### config.mk
export PLATFORM = sky130hd
export DESIGN_NAME = dhwv_div
export DESIGN_NICKNAME = d
export VERILOG_FILES = /design/src/sv/dhwv_pkg.sv /design/src/sv/dhwv_div.sv
export SDC_FILE = /design/constraint.sdc
export NUM_CORES = 1
export LEC_CHECK = 0
export BUFFER_PORTS_ARGS = -buffer_cell sky130_fd_sc_hd__buf_2
export CAP_MARGIN = 20
export CORE_ASPECT_RATIO = 1.4
export CORE_UTILIZATION = 42
export CTS_CLUSTER_SIZE = 24
export DETAILED_ROUTE_END_ITERATION = 6
export GPL_TIMING_DRIVEN = 0
export PLACE_DENSITY = 0.59
export SYNTH_ARGS = -nofsm -noshare
export SYNTH_HDL_FRONTEND = slang
export SYNTH_SLANG_ARGS = --single-unit
### constraint.sdc
create_clock -name clk -period 8.1 [get_ports clk]
set_clock_uncertainty 0.15 [all_clocks]
set_input_delay 2.43 -clock clk [delete_from_list [all_inputs] [get_ports clk]]
set_output_delay 2.43 -clock clk [all_outputs]
set_load 0.02 [all_outputs]
### src/sv/dhwv_pkg.sv
`timescale 1ns / 1ps
// ----------------------------------------------------------------------------
// dhwv_pkg
// shared types and constants of the direction history window vote block
// ----------------------------------------------------------------------------
package dhwv_pkg;

  localparam int HISTORY_DEPTH_DEF = 64;
  localparam int NUM_HEADINGS_DEF  = 12;

  localparam int HEAD_W  = 4;
  localparam int TIME_W  = 32;
  localparam int CNT_W   = 16;
  localparam int TALLY_W = 32;
  localparam int PROD_W  = TIME_W + CNT_W;

  localparam int IN_TDATA_W  = 72;
  localparam int OUT_TDATA_W = 8;

  localparam logic [CNT_W-1:0] SAMPLES_MAX = {CNT_W{1'b1}};

  localparam logic FUNC_SAMPLE = 1'b0;
  localparam logic FUNC_QUERY  = 1'b1;

  typedef struct packed {
    logic [HEAD_W-1:0] head;
    logic [TIME_W-1:0] stamp;
    logic [CNT_W-1:0]  cnt;
  } node_t;

  typedef struct packed {
    logic              start;
    logic [TIME_W-1:0] num;
    logic [CNT_W-1:0]  cnt;
    logic [TIME_W-1:0] dvs;
  } div_req_t;

  typedef enum logic [2:0] {
    ST_IDLE,
    ST_SRCH,
    ST_WALK,
    ST_DIV,
    ST_ADD,
    ST_PICK,
    ST_OUT
  } state_t;

  typedef enum logic [1:0] {
    DV_IDLE,
    DV_MUL,
    DV_STEP
  } div_phase_t;

endpackage

### src/sv/dhwv_div.sv
`timescale 1ns / 1ps
// ----------------------------------------------------------------------------
// dhwv_div
// multiply then restoring divide, one quotient bit per cycle
// ----------------------------------------------------------------------------
module dhwv_div import dhwv_pkg::*; (
  input  logic             clk,
  input  logic             rst_n,
  input  div_req_t         req,
  output logic             done,
  output logic [CNT_W-1:0] quot
);

  div_phase_t         phase_r, phase_nxt;
  logic [TIME_W-1:0]  num_r;
  logic [CNT_W-1:0]   cnt_r;
  logic [TIME_W-1:0]  dvs_r;
  logic [PROD_W-1:0]  work_r, work_nxt;
  logic [3:0]         step_r, step_nxt;
  logic               done_r, done_nxt;
  logic [TIME_W:0]    trial;
  logic [TIME_W:0]    diff;
  logic               fits;

  // quotient is known to fit in CNT_W bits, so the high word starts below the divisor
  assign trial = {work_r[PROD_W-1:CNT_W], work_r[CNT_W-1]};
  assign diff  = trial - {1'b0, dvs_r};
  assign fits  = trial >= {1'b0, dvs_r};

  always_comb begin
    phase_nxt = phase_r;
    case (phase_r)
      DV_IDLE: if (req.start) phase_nxt = DV_MUL;
      DV_MUL:  phase_nxt = DV_STEP;
      DV_STEP: if (step_r == 4'(CNT_W - 1)) phase_nxt = DV_IDLE;
      default: phase_nxt = DV_IDLE;
    endcase
  end

  always_comb begin
    work_nxt = work_r;
    step_nxt = step_r;
    done_nxt = 1'b0;
    case (phase_r)
      DV_MUL: begin
        work_nxt = {{CNT_W{1'b0}}, num_r} * {{TIME_W{1'b0}}, cnt_r};
        step_nxt = '0;
      end
      DV_STEP: begin
        work_nxt = {(fits ? diff[TIME_W-1:0] : trial[TIME_W-1:0]),
                    work_r[CNT_W-2:0], fits};
        step_nxt = step_r + 4'd1;
        done_nxt = (step_r == 4'(CNT_W - 1));
      end
      default: ;
    endcase
  end

  always_ff @(posedge clk) begin
    if (!rst_n) begin
      phase_r <= DV_IDLE;
      done_r  <= 1'b0;
    end else begin
      phase_r <= phase_nxt;
      done_r  <= done_nxt;
    end
  end

  always_ff @(posedge clk) begin
    if (phase_r == DV_IDLE && req.start) begin
      num_r <= req.num;
      cnt_r <= req.cnt;
      dvs_r <= req.dvs;
    end
    work_r <= work_nxt;
    step_r <= step_nxt;
  end

  assign done = done_r;
  assign quot = work_r[CNT_W-1:0];

endmodule

==> run_results.csv <==
group,metric,value,unit
detailed_routing,drtIter0Drc,1137,
detailed_routing,vias_per_cell,5.19,
global_routing,grt_max_degree,55,
finish,drive_above_1_share,8.39,%
finish,final_util,46.8,%
synth,yosysWarningCount,0,
critical_path,cp-start-kind,"register",
clock_network,htreeDepth,4,
sta,hold_violations,0,
sta,whs,419,ps
status,status,"completed",
critical_path,critical_path_class,"reg -> reg",
die,die_h,281,um
global_routing,antenna_found_initial,1,
synth,synth_enable_flop_cells,132,
synth,synth_nets,3160,
synth,syn_avg_cell_area,9.33,sq um
placement,globalplace.congestion,0.918,
finish,fin_nets,3292,
clock_network,path_clk_slew,70,ps
synth,async_flop_share,0,%
detailed_routing,vias,17500,
global_routing,grt_pass1_vias,19400,
sta,slew_violations,0,
die,num_rows,101,
synth,ys_seq_elements,135,
die,die_x,201,um
synth,ys.flop_type,"edfxtp_1",
global_routing,grt_usage,25.7,%
synth,ys_types,66,
sta,worst_slew_pin_slew,768,ps
placement,pre_cts_ws,-438,ps
sta,fmax,129,MHz
die,start_util,42.7,%
detailed_routing,drc_errors,0,
global_routing,overflow,0,
detailed_routing,post_drt_wl_per_cell,20.2,um
synth,yosysSeqAreaShare,17.3,%
detailed_routing,wl,68100,um
finish,areaGrowthSynthToFinish,9.57,%
critical_path,arrival,7850,ps
clock_network,numClockSinks,135,
synth,syn_inst,2501,
sta,fin_crit_sh,96.0,%
placement,dp.final_hpwl,57900,um
die,die_area,56500,sq um
flow_run,drv_cap,0,
clock_network,numCtsBuffers,17,
synth,synth_area,23300,sq um
sta,min_period,7780,ps
die,ioPinCount,100,
global_routing,grt_pass1_wl,110000,um
critical_path,crit_start,"num_r[19]",
critical_path,r2r-start,"num_r[19]",
clock_network,cts_tree,"built",
clock_network,cts_root_buffer,"clkbuf_16",
sta,setup_slack,322,ps
critical_path,cp-end-kind,"register",
sta,finalSetupViolations,0,
worst_hold_path,hold_start,"work_r[9]",
clock_network,cts-hold-fix-buffers,0,
finish,postLayoutCellArea,25600,sq um
critical_path,required,8170,ps
clock_network,insertion_delay,510,ps
worst_hold_path,hp-class,"reg -> reg",
placement,port_buffers,99,
clock_network,cts_buffer_depth,2,
detailed_routing,drt.antenna.violating_nets,0,
sta,relSlewSlack,48.8,%
detailed_routing,first_pass_iters,5,
die,fp.coreArea,54600,sq um
critical_path,critPathMaxFanout,10,
placement,place_area,24800,sq um
-- path summary, 6_finish.rpt --
check                to  slack [ps]  depth (start not counted)
max          work_r[45]         320                         21
min          work_r[10]         420                          2
max reg2reg  work_r[45]         320                         21
min reg2reg  work_r[10]         420                          2
-- per-layer routing --
metal	vias to the layer above	GRT usage [%]	wire (um)
met5	-	0	0
met4	0	14.7	3920
met3	153	3.22	2390
met2	435	47.8	36400
met1	8871	28.1	25400
li1	8021	-	-
-- cell usage in the layout, fill, tap and decap left out, types with 10 or more instances in the layout --
master     count
nand4_1       14
nor2b_1       12
buf_2        103
clkbuf_16     17
edfxtp_1     132
o21ai_0       56
buf_4         26
clkbuf_1      72
nand2_1      375
and2_1       216
fa_1         419
nor2_1        61
a21o_1        47
clkbuf_2      33
ha_1         156
a21oi_1       88
mux2i_1       35
o21bai_1      10
nand3_1       26
xnor2_1       38
a31oi_1       17
inv_1        510
xor2_1        27
a211oi_1      12
-- cell usage after synthesis (26+ instances only) --
library cell  instances  area share, %
mux2i_1              35            1.5
a21o_1               47            1.5
nand2_1             375            6.0
a21oi_1              88            1.9
nand3_1              26           0.56
xor2_1               27            1.0
and2_1              217            5.8
o21ai_0              56            1.2
edfxtp_1            132             17
fa_1                419             36
nor2_1               61           0.98
ha_1                157            8.4
inv_1               510            8.2
xnor2_1              38            1.4
clkbuf_1            111            1.8
-- stage by stage --
step | instances | TNS (ps)
final | 3368 | 0
after global routing | 3368 | -19.3
after CTS | 3356 | 0
after detailed placement | 3323 | -766
after global placement | 3321 | -560
after floorplan | 2501 | 0
-- what timing repair did --
action,CTS,global route
endpoints found under the hold margin,0,0
resized for setup,18,55
setup endpoints to repair,4,9
buffers inserted,1,11
-- area by class of cell --
type | count | area, sq um
Multi-Input combinational cell | 1722 | 16800
Buffer | 133 | 648
Clock buffer | 19 | 453
Sequential cell | 135 | 4020
Antenna cell | 1 | 2.50
Tap cell | 721 | 902
Fill cell | 5366 | 29000
Inverter | 511 | 1920
Clock inverter | 13 | 128
Timing Repair Buffer | 113 | 671
-- critical path: stages, from the launching register on --
cell and delay [ps]:
edfxtp_1 540, clkbuf_1 540, nand2_1 190, fa_1 550, inv_1 50, fa_1 480
fa_1 600, fa_1 470, fa_1 510, inv_1 50, fa_1 530, inv_1 60
ha_1 270, clkbuf_1 310, nand3_1 210, nor4_2 470, o2111ai_2 250, a41o_2 400
o211ai_1 240, a31oi_1 130, xor2_1 310, o32ai_1 160
-- logic make-up (layout without fill, tap and decap cells) --
group / after synthesis / count (layout) / share of synthesized area (%)
other: 0 / 1 / 0
XOR/XNOR: 65 / 65 / 2.44
adder cells (fa/ha/maj): 576 / 576 / 44.4
flip-flops: 135 / 135 / 17.3
buffers and inverters: 644 / 789 / 10.7
AO/OA/AOI/OAI: 295 / 295 / 8.16
AND/OR/NAND/NOR: 744 / 744 / 15.2
multiplexers: 42 / 42 / 1.84
-- state kept, by name (all words and copies together) (netlist names) --
register,count
step_r,4
dvs_r,32
done,1
work_r,48
cnt_r,16
phase_r,2
num_r,32
Power is not shown: default switching activity piles up to over one toggle a cycle in this logic, so the estimate is an artifact.
